### src/hw/rtl/ahbr_pkg.sv
`timescale 1ns / 1ps
// ---------------------------------------------------------------------------
// AV1 header bit reader package
// Shared constants, codes and controller/datapath interface structs.
// ---------------------------------------------------------------------------
package ahbr_pkg;

   localparam int STORE_BYTES_DEF = 4096;
   localparam int MAX_FIELD_BITS  = 32;

   localparam int KIND_W    = 4;
   localparam int INDEX_W   = 12;
   localparam int BYTE_W    = 8;
   localparam int COUNT_W   = 6;
   localparam int RANGE_W   = 32;
   localparam int SKIP_W    = 16;
   localparam int VALUE_W   = 32;
   localparam int STATUS_W  = 2;
   localparam int POS_W     = 16;
   localparam int OFFSET_W  = 12;
   localparam int SIZE_W    = 13;
   localparam int REQ_DATA_W = 80;
   localparam int RSP_DATA_W = 56;
   localparam int CSR_IDX_W  = 1;
   localparam int CSR_DATA_W = 13;

   localparam logic [CSR_IDX_W-1:0] REG_PAYLOAD_OFFSET = 1'd0;
   localparam logic [CSR_IDX_W-1:0] REG_PAYLOAD_SIZE   = 1'd1;

   localparam logic [KIND_W-1:0] KIND_LOAD    = 4'd0;
   localparam logic [KIND_W-1:0] KIND_RESTART = 4'd1;
   localparam logic [KIND_W-1:0] KIND_FBITS   = 4'd2;
   localparam logic [KIND_W-1:0] KIND_SU      = 4'd3;
   localparam logic [KIND_W-1:0] KIND_UVLC    = 4'd4;
   localparam logic [KIND_W-1:0] KIND_NS      = 4'd5;
   localparam logic [KIND_W-1:0] KIND_SKIP    = 4'd6;
   localparam logic [KIND_W-1:0] KIND_ALIGN   = 4'd7;
   localparam logic [KIND_W-1:0] KIND_TRAIL   = 4'd8;

   localparam logic [STATUS_W-1:0] ST_OK       = 2'd0;
   localparam logic [STATUS_W-1:0] ST_TRUNC    = 2'd1;
   localparam logic [STATUS_W-1:0] ST_BAD_ARG  = 2'd2;
   localparam logic [STATUS_W-1:0] ST_BAD_DATA = 2'd3;

   // Bit count source for a field read.
   localparam logic [1:0] CNT_FIELD = 2'd0;
   localparam logic [1:0] CNT_ONE   = 2'd1;
   localparam logic [1:0] CNT_ZEROS = 2'd2;
   localparam logic [1:0] CNT_NSW   = 2'd3;

   // Final value selection.
   localparam logic [2:0] VS_ZERO  = 3'd0;
   localparam logic [2:0] VS_ACC   = 3'd1;
   localparam logic [2:0] VS_SU    = 3'd2;
   localparam logic [2:0] VS_UVLC  = 3'd3;
   localparam logic [2:0] VS_ONES  = 3'd4;
   localparam logic [2:0] VS_NSADJ = 3'd5;

   typedef struct packed {
      logic       capture;
      logic       load_we;
      logic       restart;
      logic       skip;
      logic       chk;
      logic [1:0] count_sel;
      logic       keep_acc;
      logic       fetch;
      logic       shift;
      logic       zeros_clr;
      logic       zeros_inc;
      logic       ns_init;
      logic       ns_step;
      logic       ns_min;
      logic       set_bad;
      logic       finish;
      logic [2:0] vsel;
   } ahbr_cmd_type;

   typedef struct packed {
      logic [KIND_W-1:0] kind;
      logic              sticky_nz;
      logic              chk_fail;
      logic              count_zero;
      logic              oob;
      logic              rem_last;
      logic              bit_val;
      logic              aligned;
      logic              at_end;
      logic              ns_small;
      logic              ns_tmp_zero;
      logic              less_min;
      logic              zeros_max;
      logic              out_busy;
   } ahbr_stat_type;

endpackage

### src/hw/rtl/ahbr_ctrl.sv
`timescale 1ns / 1ps
// ---------------------------------------------------------------------------
// AV1 header bit reader controller
// Sequences each command through checks, store fetches and bit shifts.
// ---------------------------------------------------------------------------
module ahbr_ctrl (
   input  logic                    clock,
   input  logic                    reset,
   input  logic                    req_tvalid,
   output logic                    req_tready,
   input  ahbr_pkg::ahbr_stat_type stat,
   output ahbr_pkg::ahbr_cmd_type  cmd
);
   import ahbr_pkg::*;

   localparam logic [3:0] S_IDLE   = 4'd0;
   localparam logic [3:0] S_EXEC   = 4'd1;
   localparam logic [3:0] S_NSW    = 4'd2;
   localparam logic [3:0] S_GCHK   = 4'd3;
   localparam logic [3:0] S_GFETCH = 4'd4;
   localparam logic [3:0] S_GBIT   = 4'd5;
   localparam logic [3:0] S_AFTER  = 4'd6;
   localparam logic [3:0] S_ATEST  = 4'd7;
   localparam logic [3:0] S_TTEST  = 4'd8;
   localparam logic [3:0] S_DONE   = 4'd9;

   logic [3:0] state_ff, state_in;
   logic       phase_ff, phase_in;
   logic [2:0] vsel_ff, vsel_in;

   always_comb begin
      cmd        = '0;
      state_in   = state_ff;
      phase_in   = phase_ff;
      vsel_in    = vsel_ff;
      req_tready = 1'b0;
      // The count source follows from the command and its phase.
      unique case (stat.kind)
         KIND_FBITS, KIND_SU: cmd.count_sel = CNT_FIELD;
         KIND_UVLC:           cmd.count_sel = phase_ff ? CNT_ZEROS : CNT_ONE;
         KIND_NS:             cmd.count_sel = phase_ff ? CNT_ONE : CNT_NSW;
         default:             cmd.count_sel = CNT_ONE;
      endcase
      cmd.keep_acc = (stat.kind == KIND_NS) && phase_ff;
      unique case (state_ff)
         S_IDLE: begin
            req_tready = 1'b1;
            if (req_tvalid) begin
               cmd.capture = 1'b1;
               phase_in    = 1'b0;
               state_in    = S_EXEC;
            end
         end
         S_EXEC: begin
            vsel_in = VS_ZERO;
            unique case (stat.kind)
               KIND_LOAD: begin
                  cmd.load_we = 1'b1;
                  state_in    = S_DONE;
               end
               KIND_RESTART: begin
                  cmd.restart = 1'b1;
                  state_in    = S_DONE;
               end
               KIND_FBITS: begin
                  vsel_in  = VS_ACC;
                  state_in = S_GCHK;
               end
               KIND_SU: begin
                  vsel_in  = VS_SU;
                  state_in = S_GCHK;
               end
               KIND_UVLC: begin
                  cmd.zeros_clr = 1'b1;
                  vsel_in       = VS_UVLC;
                  state_in      = S_GCHK;
               end
               KIND_NS: begin
                  if (stat.ns_small) begin
                     state_in = S_DONE;
                  end else begin
                     cmd.ns_init = 1'b1;
                     vsel_in     = VS_ACC;
                     state_in    = S_NSW;
                  end
               end
               KIND_SKIP: begin
                  cmd.skip = 1'b1;
                  state_in = S_DONE;
               end
               KIND_ALIGN: state_in = S_ATEST;
               KIND_TRAIL: state_in = S_GCHK;
               default:    state_in = S_DONE;
            endcase
         end
         S_NSW: begin
            // Width of the ns field is the bit length of n - 1.
            if (stat.ns_tmp_zero) begin
               cmd.ns_min = 1'b1;
               state_in   = S_GCHK;
            end else begin
               cmd.ns_step = 1'b1;
            end
         end
         S_GCHK: begin
            cmd.chk = 1'b1;
            if (stat.chk_fail || stat.count_zero) begin
               state_in = S_AFTER;
            end else begin
               state_in = S_GFETCH;
            end
         end
         S_GFETCH: begin
            cmd.fetch = 1'b1;
            state_in  = stat.oob ? S_AFTER : S_GBIT;
         end
         S_GBIT: begin
            cmd.shift = 1'b1;
            state_in  = stat.rem_last ? S_AFTER : S_GFETCH;
         end
         S_AFTER: begin
            state_in = S_DONE;
            unique case (stat.kind)
               KIND_UVLC: begin
                  if (!phase_ff && !stat.sticky_nz) begin
                     if (stat.bit_val) begin
                        phase_in = 1'b1;
                        state_in = S_GCHK;
                     end else if (stat.zeros_max) begin
                        vsel_in = VS_ONES;
                     end else begin
                        cmd.zeros_inc = 1'b1;
                        state_in      = S_GCHK;
                     end
                  end
               end
               KIND_NS: begin
                  if (!phase_ff && !stat.sticky_nz && !stat.less_min) begin
                     phase_in = 1'b1;
                     vsel_in  = VS_NSADJ;
                     state_in = S_GCHK;
                  end
               end
               KIND_ALIGN: begin
                  if (!stat.sticky_nz) begin
                     if (stat.bit_val) begin
                        cmd.set_bad = 1'b1;
                     end else begin
                        state_in = S_ATEST;
                     end
                  end
               end
               KIND_TRAIL: begin
                  if (!phase_ff) begin
                     if (stat.sticky_nz || !stat.bit_val) begin
                        cmd.set_bad = 1'b1;
                     end else begin
                        phase_in = 1'b1;
                        state_in = S_TTEST;
                     end
                  end else if (!stat.sticky_nz && stat.bit_val) begin
                     cmd.set_bad = 1'b1;
                  end else begin
                     state_in = S_TTEST;
                  end
               end
               default: state_in = S_DONE;
            endcase
         end
         S_ATEST: begin
            state_in = (stat.aligned || stat.sticky_nz) ? S_DONE : S_GCHK;
         end
         S_TTEST: begin
            state_in = (stat.at_end || stat.sticky_nz) ? S_DONE : S_GCHK;
         end
         S_DONE: begin
            if (!stat.out_busy) begin
               cmd.finish = 1'b1;
               cmd.vsel   = vsel_ff;
               state_in   = S_IDLE;
            end
         end
         default: state_in = S_IDLE;
      endcase
   end

   always_ff @(posedge clock) begin
      if (reset) begin
         state_ff <= S_IDLE;
         phase_ff <= 1'b0;
         vsel_ff  <= VS_ZERO;
      end else begin
         state_ff <= state_in;
         phase_ff <= phase_in;
         vsel_ff  <= vsel_in;
      end
   end
endmodule

### config.mk
export PLATFORM = sky130hd
export DESIGN_NAME = ahbr_ctrl
export DESIGN_NICKNAME = d
export VERILOG_FILES = /design/src/hw/rtl/ahbr_pkg.sv /design/src/hw/rtl/ahbr_ctrl.sv
export SDC_FILE = /design/constraint.sdc
export NUM_CORES = 1
export LEC_CHECK = 0
export ABC_AREA = 0
export BUFFER_PORTS_ARGS = -buffer_cell sky130_fd_sc_hd__buf_2
export CORE_ASPECT_RATIO = 1.75
export CORE_MARGIN = 10
export CORE_UTILIZATION = 31
export CTS_CLUSTER_SIZE = 25
export DETAILED_ROUTE_END_ITERATION = 6
export PLACE_DENSITY_LB_ADDON = 0.08
export SLEW_MARGIN = 20
export SYNTH_ARGS = -nofsm -noshare
export SYNTH_HDL_FRONTEND = slang
export SYNTH_SLANG_ARGS = --single-unit
### constraint.sdc
create_clock -name clock -period 3.8 [get_ports clock]
set_input_delay 0.19 -clock clock [delete_from_list [all_inputs] [get_ports clock]]
set_output_delay 0.19 -clock clock [all_outputs]
set_load 0.05 [all_outputs]
== Word level (Yosys, flattened, before mapping) ==
Index checks and enable logic that the tools add are counted.
W data, S select, Z words.
Storage, ports and cells
  logic and storage cells: 123
  register bits: 8
Cells by class
  mux-type cells: 72
  equal/unequal tests: 27
  reduce and logical (&&, ||, !) cells: 21
Operators by type and width (number)
  $mux W4: 15
  $pmux W4 S10: 1
  $mux W1: 36
  $eq A4 B3 Y1 const B: 8
  $eq A4 B2 Y1 const B: 4
  $pmux W4 S4: 1
  $mux W3: 5
  $ne A3 B3 Y1 const B: 5
  $eq A4 B4 Y1 const B: 3
  $mux W2: 6
  $pmux W3 S2: 2
  $pmux W4 S3: 1
  $reduce_and A6 Y1: 2
  $eq A4 B1 Y1 const B: 2
  $logic_not A4 Y1: 2
  $pmux W2 S4: 1
  $ne A2 B2 Y1 const B: 3
  $pmux W2 S3: 1
  $logic_and A1 B1 Y1: 4
  $logic_not A1 Y1: 4
  $logic_or A1 B1 Y1: 4
  $ne A4 B2 Y1 const B: 1
  $pmux W1 S2: 2
  $reduce_bool A2 Y1: 2
  5 further kinds: 5

== Logic depth before layout (Yosys ltp) ==
Gate-level depths: netlist (run 1).
  depth after elaboration: 6
  gate-level depth with buffers: 6
  depth with buffers taken out: 5

== Worst setup path before layout (run 1) ==
No wires, ideal clock.
  path type: reg-to-reg
  start point: reg state_ff[0]
  end point: reg phase_ff
  path slack: 0.799 ns
  path buffers: 1
  data arrival time: 2.874 ns
  required time: 3.673 ns
  stages on the path, launching flop included: 6
  path through: dfxtp_1 > buf_2 > nor4_1 > and2_1 > or3_1 > mux2i_1
On the way
  longest elaborated chain between the ends: 3
  elaborated cells between the ends (all ways): 10
  classes of those cells: 6 x eq/ne; 1 x mux; 3 x reduce/logical
RTL lines
  start: declaration: line ahbr_ctrl.sv:27  | logic [3:0] state_ff, state_in;
  start signal: assignment: line ahbr_ctrl.sv:193  | state_ff <= state_in;
  $eq A4 B3 Y1 or $logic_not A4 Y1 (tied branches): line ahbr_ctrl.sv:45  | unique case (state_ff)
  $ne A4 B2 Y1 (no source line) (tied with other cells)
  $reduce_and A6 Y1 (no source line)
  end signal: assignment: line ahbr_ctrl.sv:194  | phase_ff <= phase_in;
  end: declaration: line ahbr_ctrl.sv:28  | logic phase_ff, phase_in;
Several ways; a longest one is shown, not always the timed one.
A chain may end at the register's enable or synchronous reset.

==> qor.csv, run 1 <==
stage;metric;value;unit
sta;Max Fclk;439;MHz
floorplanning;die height;96.3;um
yosys;Mapped Cells;144;
yosys;Synth cell types;51;
setup_path;critical path startpoint category;register;
floorplanning;Core Area;0.00318;sq mm
floorplanning;Die W;63.6;um
clock_network;H-tree lvl count;1;
clock_network;Resized cells post-CTS;0;
routing;1st-pass router iterations;4;
sta;setup violators final;0;
cells_and_area;share of post-route cells with drive strength above 1;27.7;%
cells_and_area;Core Util, Final;39.7;%
power_and_ir_drop;Total Power;607;uW
clock_network;CTS Hold Bufs;0;
routing;antenna viol nets, final;0;
yosys;Seq cells post-synth;8;
setup_path;WP data required;3.61;ns
sta;Slew Limit Fails;0;
yosys;simple-gate share of the synthesized area;44.2;%
placement;dpl hpwl;2820;um
hold_path;hold path depth;2;
cells_and_area;Non-Filler Instances;216;
setup_path;CP Cell Sequence;or4b_1 -> nor2_1 -> and3_1 -> buf_2;
placement;# port buffers;40;
clock_network;CTS Buffer Depth;2;
yosys;XOR/XNOR Fraction of Synth Area;0.850;%
sta;clk_skew;0.00866;ns
flow_run;MaxCap Viol Count;0;
power_and_ir_drop;switching pwr;316;uW
yosys;Compound-Gate Fraction of Synth Area;25.4;%
clock_network;Worst-path clk slew;0.05;ns
routing;# DRC;0;
sta;setup TNS;0;ns
yosys;Async SR Flop Fraction;0;%
hold_path;HP Class;input port to register;
clock_network;CTS Buf Count;3;
setup_path;worst-path maximum fanout;16;
sta;Hold WS;0.272;ns
clock_network;clock root buffer master;clkbuf_8;
setup_path;reg2reg start;state_ff[2]$_SDFFE_PP0P_;
routing;drt first-iter violations;69;
setup_path;R2R depth;4;
cells_and_area;Fill cells;371;
clock_network;CTS sink count;8;
power_and_ir_drop;switch share;52.1;%
floorplanning;io pins;41;
setup_path;WP buf/inv;1;
power_and_ir_drop;Power Dens Cells;481;mW/mm^2
power_and_ir_drop;P_leak;0.512;nW
global_routing;antenna violations before repair;0;
setup_path;Critical Path Source;state_ff[0]$_SDFFE_PP0P_;
power_and_ir_drop;Logic pwr share;54.3;%
clock_network;CTS tree;yes;
yosys;synthesized net count;165;
setup_path;Setup crit end kind;primary output;
setup_path;crit-path leading delay family;simple AND/OR/NAND/NOR gates;
global_routing;GRT Util Overall;11.7;%
placement;placed cells;213;
global_routing;total grt overflow;0;
yosys;Synth Flop Type;dfxtp_1;
setup_path;CP arrival;2.09;ns
setup_path;FF-to-FF End;state_ff[1]$_SDFFE_PP0P_;
global_routing;first-pass GRT wire length;5800;um
hold_path;hold wc startpoint;reset;
sta;Final min period;2.28;ns
yosys;number of synthesized flops with an enable pin;0;
setup_path;Worst path max stage delay;0.64;ns
floorplanning;number of cell rows;27;
sta;Final Cycle Share;59.9;%
power_and_ir_drop;peak supply drop;502;uV
yosys;Ys Warns;0;
cells_and_area;n_diodes;0;
floorplanning;full die area;0.00612;sq mm
outcome;status;completed;
sta;RSZ-0062 raised after global routing;false;
placement;Final Wtd Congestion;0.825;
yosys;mux contribution to synthesized area;4.00;%
yosys;Mapped Avg Cell Area;7.16;sq um
floorplanning;Initial Util;32.5;%
power_and_ir_drop;sequential share of power;27.8;%
sta;worst-margin pin slew;0.639;ns
power_and_ir_drop;Pint;291;uW
yosys;combinational family with the most area after synthesis;simple AND/OR/NAND/NOR gates;
routing;Routed WL per cell;16.4;um
clock_network;post-CTS setup buffers;0;
yosys;adder-cell share of the synthesized area;1.21;%
sta;Max-slew headroom;56.3;%
yosys;Mapped Area;0.00103;sq mm
setup_path;Reg2Reg Setup Slack;1.84;ns
yosys;Seq/Total Area, Yosys;15.5;%
cells_and_area;synthesis-to-finish area growth;22.3;%
setup_path;critical path's slowest cell;or4b_1;
power_and_ir_drop;clock power share;17.9;%
global_routing;vias in the first global route;1181;
setup_path;Setup CP Type;register to primary output;
clock_network;Worst-Skew Late Latency;0.24;ns
routing;DRT Wirelength;3540;um
routing;vias post-DR;1235;
routing;Vias/cell;5.72;
sta;final hold vios;0;
cells_and_area;layout net count;196;
global_routing;pin count of the biggest net entering global routing;21;
hold_path;Endpoint, Worst Hold;state_ff[3]$_SDFFE_PP0P_;
## routing by layer
metal	GRT usage [%]	vias up	routed length [um]
met5	0	-	0
met4	7.69	0	122
met3	2.56	9	192
met2	20.2	50	1710
met1	12.6	570	1510
li1	-	606	-
## power groups by stage
stage | Combinational, mW | Clock (mW) | Sequential (mW)
after CTS | 0.333 | 0.110 | 0.167
after global routing | 0.360 | 0.112 | 0.175
after detailed placement | 0.331 | 0 | 0.169
final | 0.329 | 0.109 | 0.169
after global placement | 0.332 | 0 | 0.166
after floorplan | 0.310 | 0 | 0.121
## logic make-up (layout without fill, tap and decap cells)
logic type,count (synthesis),count (layout)
compound gates,37,37
xor+xnor,1,1
fa+ha+maj,1,1
buf+inv,21,50
flops,8,8
mux,4,4
simple gates,72,72
## synth_stat cells (3+ instances only)
master | n | area share [%]
nor2_1 | 14 | 5.1
clkbuf_1 | 8 | 2.9
dfxtp_1 | 8 | 16
a21oi_1 | 7 | 3.4
inv_1 | 7 | 2.5
nor3_1 | 7 | 3.4
nand2b_1 | 6 | 3.6
nand2_1 | 5 | 1.8
and2_1 | 4 | 2.4
buf_2 | 4 | 1.9
nor2b_1 | 4 | 2.4
o21ai_0 | 4 | 1.9
or4b_1 | 4 | 3.9
a31oi_1 | 3 | 1.8
and3_1 | 3 | 1.8
mux2i_1 | 3 | 2.9
nor3b_1 | 3 | 2.2
nor4bb_1 | 3 | 2.9
## how the worst max path moves through the flow
stage                                  to  slack, ns  cells after the start
global placement                  cmd[18]       1.83                      3
floorplan           phase_ff$_SDFFE_PP0P_       0.80                      5
CTS                               cmd[18]       1.53                      3
finish                            cmd[17]       1.52                      4
detailed placement                cmd[18]       1.79                      3
global route                      cmd[18]       1.41                      3
## cell type report
type	count	area, sq um	share of cell area [%]
repair buffers	40	200	15.9
clock buffers	3	41.3	3.27
inverters	7	26.3	2.08
well taps	43	53.8	4.27
multi-input cells	115	779	61.8
flip-flops and latches	8	160	12.7
## flip-flops by register name, indices dropped and copies added (netlist names)
register and count:
vsel_ff 3, state_ff 4, phase_ff 1
## metrics by stage
step | worst slack (ns) | instance area [sq um]
final | 1.52 | 1260
after global routing | 1.41 | 1260
after CTS | 1.53 | 1260
after detailed placement | 1.79 | 1220
after global placement | 1.83 | 1220
after floorplan | 0.799 | 1030
## cells in the final DEF (no fill, tap or decap), types with 4 or more instances in the layout
cell type and instances:
inv_1 7, nand2_1 5, nor3_1 7, and2_1 4
dfxtp_1 8, o21ai_0 4, nor2_1 14, buf_2 40
nand2b_1 6, nor2b_1 4, or4b_1 4, a21oi_1 7
Power figures use the tool's default switching activity.
==> inputs of run 2 (changes only) <==
- ABC_AREA: 0 -> 1
- clock period: 3.8 -> 1.9 ns (I/O delays scaled with it)
==> run 2 against run 1 <==
Die area down 6.0%. Synthesized cell count up 32%. Design area down 2.1%. Sequential cell count unchanged. Hold slack worse by 0.19 ns. Global-route usage down 0.13 points. Via count up 5.0%. Non-clock buffer count unchanged. Routed wire length down 6.4%. Synthesized area down 8.1%.
==> qor.csv, run 2 <==
stage;metric;value;unit;change
setup_path;Reg2Reg Setup Slack;0.43;ns;-1.41 ns
sta;Final Cycle Share;88.9;%;
floorplanning;Core Area;0.00293;sq mm;-7.8%
cells_and_area;highest-count cells in the layout ignoring fill and taps;nand2_1, buf_2, nor2_1, inv_1, nand3_1;;
clock_network;CTS sink count;8;;unchanged
yosys;Seq/Total Area, Yosys;16.9;%;+1.4 points
sta;setup violators final;0;;unchanged
clock_network;clock root buffer master;clkbuf_8;;
floorplanning;full die area;0.00575;sq mm;-6.0%
setup_path;worst-path maximum fanout;4;;-12
setup_path;R2R depth;8;;+4
global_routing;GRT Util Overall;11.6;%;-0.13 points
clock_network;H-tree lvl count;1;;unchanged
setup_path;reg2reg start;state_ff[3]$_SDFFE_PP0P_;;
global_routing;routing usage on met1;10.5;%;-2.1 points
power_and_ir_drop;peak supply drop;445;uV;-11%
floorplanning;io pins;41;;unchanged
power_and_ir_drop;switch share;54.0;%;+1.9 points
routing;DRT Wirelength;3310;um;-6.4%
yosys;Ys Warns;0;;unchanged
floorplanning;die height;93.1;um;-3.3%
power_and_ir_drop;Pint;576;uW;+98%
power_and_ir_drop;Total Power;1.25;mW;+110%
clock_network;Worst-path clk slew;0.04;ns;about the same
floorplanning;Die W;61.8;um;-2.8%
power_and_ir_drop;clock power share;16.0;%;-1.9 points
yosys;Synth Flop Type;dfxtp_1;;
hold_path;HP Class;input port to register;;
cells_and_area;biggest regs;state_ff: 4 flops, vsel_ff: 3 flops, phase_ff: 1 flops;;
power_and_ir_drop;Power Dens Cells;1010;mW/mm^2;+110%
floorplanning;number of cell rows;26;;-3.7%
sta;Final min period;1.69;ns;
flow_run;MaxCap Viol Count;0;;unchanged
setup_path;CP endpoint;cmd[8];;
setup_path;CP arrival;1.59;ns;-0.50 ns
sta;setup TNS;0;ns;unchanged
power_and_ir_drop;Logic pwr share;63.6;%;+9.3 points
setup_path;critical path startpoint category;register;;
setup_path;Setup CP Type;register to primary output;;
sta;worst-margin pin slew;0.398;ns;-0.241 ns
routing;Routed WL per cell;12.7;um;-22%
placement;dpl hpwl;2950;um;+4.6%
global_routing;first-pass GRT wire length;5380;um;-7.1%
setup_path;FF-to-FF End;phase_ff$_SDFFE_PP0P_;;
cells_and_area;max reg flops;4;;unchanged
power_and_ir_drop;P_leak;0.713;nW;+39%
power_and_ir_drop;switching pwr;676;uW;+110%
floorplanning;Initial Util;32.4;%;-0.12 points
global_routing;pin count of the biggest net entering global routing;12;;-43%
sta;Max Fclk;592;MHz;
yosys;Mapped Area;947;sq um;-8.1%
routing;# DRC;0;;unchanged
sta;final hold vios;0;;unchanged
global_routing;vias in the first global route;1303;;+10%
cells_and_area;n_diodes;0;;unchanged
routing;1st-pass router iterations;4;;unchanged
yosys;Synth area leaders;nand2_1, dfxtp_1, nor2_1;;
sta;Max-slew headroom;73.4;%;+17 points
cells_and_area;Core Util, Final;42.2;%;+2.5 points
cells_and_area;most common cell after layout, fill and taps aside;nand2_1;;
setup_path;Setup crit end kind;primary output;;
placement;Final Wtd Congestion;0.848;;+2.8%
clock_network;Worst-Skew Late Latency;0.22;ns;-0.02 ns
sta;Slew Limit Fails;0;;unchanged
routing;drt first-iter violations;24;;-65%
sta;clk_skew;0.00256;ns;-0.00610 ns
placement;# port buffers;40;;unchanged
power_and_ir_drop;sequential share of power;20.4;%;-7.4 points
yosys;number of synthesized flops with an enable pin;0;;unchanged
outcome;status;completed;;
yosys;biggest area consumer among synthesized cells;nand2_1;;
routing;vias post-DR;1297;;+5.0%
yosys;Synth top cells by count;nand2_1, nor2_1, inv_1;;
global_routing;antenna violations before repair;0;;unchanged
clock_network;CTS Buffer Depth;2;;unchanged
yosys;area share of the largest cell type after synthesis;23.4;%;+7.8 points
yosys;Mapped Cells;190;;+32%
cells_and_area;Largest Register;state_ff;;
routing;antenna viol nets, final;0;;unchanged
setup_path;Critical Path Source;state_ff[2]$_SDFFE_PP0P_;;
yosys;Seq cells post-synth;8;;unchanged
yosys;synthesized net count;211;;+28%
clock_network;CTS Buf Count;3;;unchanged
clock_network;CTS tree;yes;;
global_routing;met2 Resource Use GR;23.5;%;+3.3 points
yosys;Mapped Avg Cell Area;4.99;sq um;-30%
global_routing;total grt overflow;0;;unchanged
setup_path;WP data required;1.80;ns;-1.81 ns
yosys;Synth cell types;20;;-61%
global_routing;M3 GR Usage;1.76;%;-0.80 points
yosys;Async SR Flop Fraction;0;%;unchanged
global_routing;gr busiest metal;met2;;
cells_and_area;share of post-route cells with drive strength above 1;22.8;%;-4.9 points
routing;Vias/cell;4.99;;-13%
cells_and_area;synthesis-to-finish area growth;30.4;%;
cells_and_area;layout net count;255;;+30%
sta;RSZ-0062 raised after global routing;false;;
yosys;count leader, synth;nand2_1;;
==> run 2: cell types whose count changed after synthesis, sizes merged, moves of 5 or more <==
cell | before | now
buf | 6 | 1
nand2 | 5 | 61
inv | 7 | 32
nor2 | 14 | 40
nand3 | 2 | 18
nand2b | 6 | 0
clkbuf | 8 | 0
==> run 2: repair_timing <==
item,in CTS,in global routing
resized for setup,0,2
hold buffers,0,0
buffers inserted,0,0
setup endpoints to repair,0,1
==> run 2: cell families (layout without fill, tap and decap cells) <==
logic type | count (synthesis) | count (layout) | share of synthesized area [%]
AOI/OAI and AO/OA | 18 | 18 | 10.0
buffers and inverters | 33 | 75 | 13.5
DFF | 8 | 8 | 16.9
and+or+nand+nor | 130 | 130 | 58.3
adders and majority gates | 1 | 1 | 1.32
==> run 2: metal layers <==
layer	routed length, um	vias up
li1	-	680
met1	1230	588
met2	1910	25
met3	131	4
met4	45	0
met5	0	-
==> run 2: cell type report <==
class	instances	area, sq um
Inverter	32	120
Multi-Input combinational cell	149	676
Tap cell	28	35.0
Clock buffer	3	41.3
Timing Repair Buffer	40	203
Sequential cell	8	160
Fill cell	373	1690
==> run 2: worst min-delay path by stage <==
stage | startpoint | endpoint | slack (ns) | cells past startpoint
after floorplan | reset | state_ff[0]$_SDFFE_PP0P_ | 0.16 | 1
after global placement | reset | state_ff[0]$_SDFFE_PP0P_ | 0.32 | 2
after detailed placement | reset | state_ff[0]$_SDFFE_PP0P_ | 0.32 | 2
after CTS | reset | state_ff[0]$_SDFFE_PP0P_ | 0.09 | 2
after global routing | reset | vsel_ff[1]$_SDFFE_PP0P_ | 0.10 | 2
final | reset | state_ff[0]$_SDFFE_PP0P_ | 0.09 | 2
==> run 2: through the flow <==
step | hold WS [ns] | instance area, sq um | setup slack (ns) | std cells
2_1_floorplan | 0.164 | 958 | 0.0161 | 190
3_3_place_gp | 0.320 | 1190 | 0.347 | 257
3_5_place_dp | 0.321 | 1190 | 0.341 | 257
4_1_cts | 0.0909 | 1230 | 0.0976 | 260
5_1_grt | 0.104 | 1230 | 0.0750 | 260
6_report | 0.0858 | 1230 | 0.212 | 260
==> run 2: power by group through the flow <==
stage / Sequential (mW) / Clock, mW / Combinational, mW
after CTS: 0.255 / 0.198 / 0.812
after global routing: 0.263 / 0.205 / 0.898
after global placement: 0.257 / 0 / 0.811
after floorplan: 0.251 / 0 / 0.609
final: 0.255 / 0.200 / 0.797
after detailed placement: 0.258 / 0 / 0.810
==> run 2: worst max-delay path, cell delays in order, from the launching register on <==
cell and delay (ns):
dfxtp_1 0.37, inv_1 0.07, nor2_1 0.17, nand2_1 0.18, nor3_2 0.15, nor3b_2 0.18, clkbuf_4 0.25
==> inputs of run 3 (changes only) <==
- PLACE_DENSITY: default -> 0.64
- PLACE_DENSITY_LB_ADDON: 0.08 -> default
==> run 3 against run 2 <==
Sequential cell count stayed put. Routed wire length fell by 3.2%. Highest routed layer unchanged. Largest cell class unchanged. Clock power is 2% higher.
==> qor.csv, run 3 (same netlist as run 2, synthesis figures left out) <==
stage;metric;value;unit;change
placement;# port buffers;40;;unchanged
cells_and_area;highest-count cells in the layout ignoring fill and taps;nand2_1, buf_2, nor2_1, inv_1, nand3_1;;
global_routing;pin count of the biggest net entering global routing;12;;unchanged
sta;Slew Limit Fails;0;;unchanged
clock_network;post-CTS setup buffers;0;;unchanged
cells_and_area;Core Util, Final;42.2;%;unchanged
setup_path;CP Cell Sequence;nor2_1 -> nand2_2 -> nor4_2 -> buf_2;;
sta;Final Cycle Share;87.5;%;-1.3 points
setup_path;CP arrival;1.57;ns;-0.02 ns
floorplanning;full die area;0.00575;sq mm;unchanged
sta;final hold vios;0;;unchanged
floorplanning;Core Area;0.00293;sq mm;unchanged
routing;Routed WL per cell;12.3;um;-3.2%
routing;1st-pass router iterations;4;;unchanged
placement;pre-CTS setup slack;0.429;ns;+0.0878 ns
routing;antenna viol nets, final;0;;unchanged
cells_and_area;synthesis-to-finish area growth;30.4;%;unchanged
global_routing;total grt overflow;0;;unchanged
floorplanning;Die W;61.8;um;unchanged
sta;Max-slew headroom;74.3;%;+0.84 points
hold_path;hold wc startpoint;reset;;
sta;Setup WS post-layout;0.237;ns;+0.0254 ns
setup_path;reg2reg start;state_ff[3]$_SDFFE_PP0P_;;
clock_network;Worst-Skew Late Latency;0.23;ns;about the same
global_routing;GRT Util Overall;11.5;%;-0.029 points
sta;clk_skew;0.00450;ns;+0.00194 ns
setup_path;Reg2Reg Setup Slack;0.44;ns;about the same
clock_network;CTS tree;yes;;
routing;vias post-DR;1274;;-1.8%
setup_path;WP data required;1.80;ns;about the same
power_and_ir_drop;peak supply drop;381;uV;-14%
sta;RSZ-0062 raised after global routing;false;;
setup_path;R2R depth;8;;unchanged
global_routing;first-pass GRT wire length;5290;um;-1.8%
cells_and_area;share of post-route cells with drive strength above 1;22.8;%;unchanged
cells_and_area;Fill cells;345;;-7.5%
power_and_ir_drop;P_leak;0.713;nW;unchanged
routing;DRT Wirelength;3210;um;-3.2%
setup_path;worst-path maximum fanout;8;;+4
routing;drt first-iter violations;43;;+79%
sta;setup TNS;0;ns;unchanged
cells_and_area;n_diodes;0;;unchanged
setup_path;Setup crit end kind;primary output;;
sta;worst-margin pin slew;0.385;ns;-0.0126 ns
hold_path;HP Class;input port to register;;
outcome;status;completed;;
hold_path;hold path depth;2;;unchanged
setup_path;Worst path max stage delay;0.33;ns;-0.04 ns
floorplanning;die height;93.1;um;unchanged
cells_and_area;layout net count;255;;unchanged
sta;Final min period;1.66;ns;-0.0254 ns
setup_path;critical path startpoint category;register;;
clock_network;Resized cells post-CTS;0;;unchanged
sta;Max Fclk;601;MHz;+1.5%
power_and_ir_drop;Total Power;1.25;mW;+0.15%
setup_path;Setup CP Type;register to primary output;;
cells_and_area;Largest Register;state_ff;;
clock_network;clock root buffer master;clkbuf_8;;
clock_network;CTS sink count;8;;unchanged
setup_path;critical path's slowest cell;nor2_1;;
global_routing;vias in the first global route;1291;;-0.92%
hold_path;Endpoint, Worst Hold;state_ff[2]$_SDFFE_PP0P_;;
routing;# DRC;0;;unchanged
power_and_ir_drop;Power Dens Cells;1020;mW/mm^2;+0.15%
floorplanning;number of cell rows;26;;unchanged
clock_network;CTS Buf Count;3;;unchanged
clock_network;H-tree lvl count;1;;unchanged
setup_path;FF-to-FF End;phase_ff$_SDFFE_PP0P_;;
sta;setup violators final;0;;unchanged
cells_and_area;max reg flops;4;;unchanged
floorplanning;Initial Util;32.4;%;unchanged
floorplanning;io pins;41;;unchanged
placement;Final Wtd Congestion;0.900;;+6.1%
cells_and_area;biggest regs;state_ff: 4 flops, vsel_ff: 3 flops, phase_ff: 1 flops;;
placement;dpl hpwl;2780;um;-6.0%
routing;Vias/cell;4.90;;-1.8%
global_routing;antenna violations before repair;0;;unchanged
flow_run;MaxCap Viol Count;0;;unchanged
cells_and_area;most common cell after layout, fill and taps aside;nand2_1;;
clock_network;CTS Buffer Depth;2;;unchanged
clock_network;CTS Hold Bufs;0;;unchanged
clock_network;Worst-path clk slew;0.04;ns;about the same
## run 3: cell counts in the layout (fill, tap and decap cells not counted)
No cell type changed its count.
## run 3: layer usage
metal | GRT usage (%) | part of all wire, % | vias up | routed length (um)
li1 | - | - | 679 | -
met4 | 7.87 | 4.1 | 0 | 132
met1 | 10.6 | 36 | 542 | 1140
met2 | 21.7 | 55 | 41 | 1770
met5 | 0 | 0 | - | 0
met3 | 1.49 | 5.0 | 12 | 160
## run 3: worst max-delay path by stage
stage / startpoint / endpoint / cells past startpoint
4_1_cts: state_ff[2]$_SDFFE_PP0P_ / cmd[8] / 6
2_1_floorplan: state_ff[0]$_SDFFE_PP0P_ / cmd[17] / 4
5_1_grt: state_ff[2]$_SDFFE_PP0P_ / cmd[8] / 6
3_3_place_gp: state_ff[2]$_SDFFE_PP0P_ / cmd[8] / 6
6_report: state_ff[3]$_SDFFE_PP0P_ / cmd[16] / 4
3_5_place_dp: state_ff[2]$_SDFFE_PP0P_ / cmd[8] / 6
## run 3: where the power goes
part,internal (mW),leakage [nW],switching [mW]
clock,0.137,0.0216,0.0665
combinational,0.217,0.626,0.580
sequential,0.222,0.0655,0.0313
## run 3: layout make-up
cell class,instances,area (sq um),area share (%)
clock buffers,3,41.3,3.34
inverters,32,120,9.73
multi-input cells,149,676,54.7
flip-flops and latches,8,160,13.0
well taps,28,35.0,2.84
repair buffers,40,203,16.4
## run 3: critical path, delay by kind of cell (launching register included)
family	cells	cell delay, ns
flip-flops	1	0.32
buffers and inverters	1	0.30
AND/OR/NAND/NOR	3	0.72
## run 3: stage by stage
stage / instance area, sq um / hold WS [ns] / cells
after floorplan: 958 / 0.164 / 190
after global placement: 1190 / 0.324 / 257
after detailed placement: 1190 / 0.322 / 257
after CTS: 1230 / 0.0769 / 260
after global routing: 1230 / 0.0933 / 260
final: 1230 / 0.0834 / 260
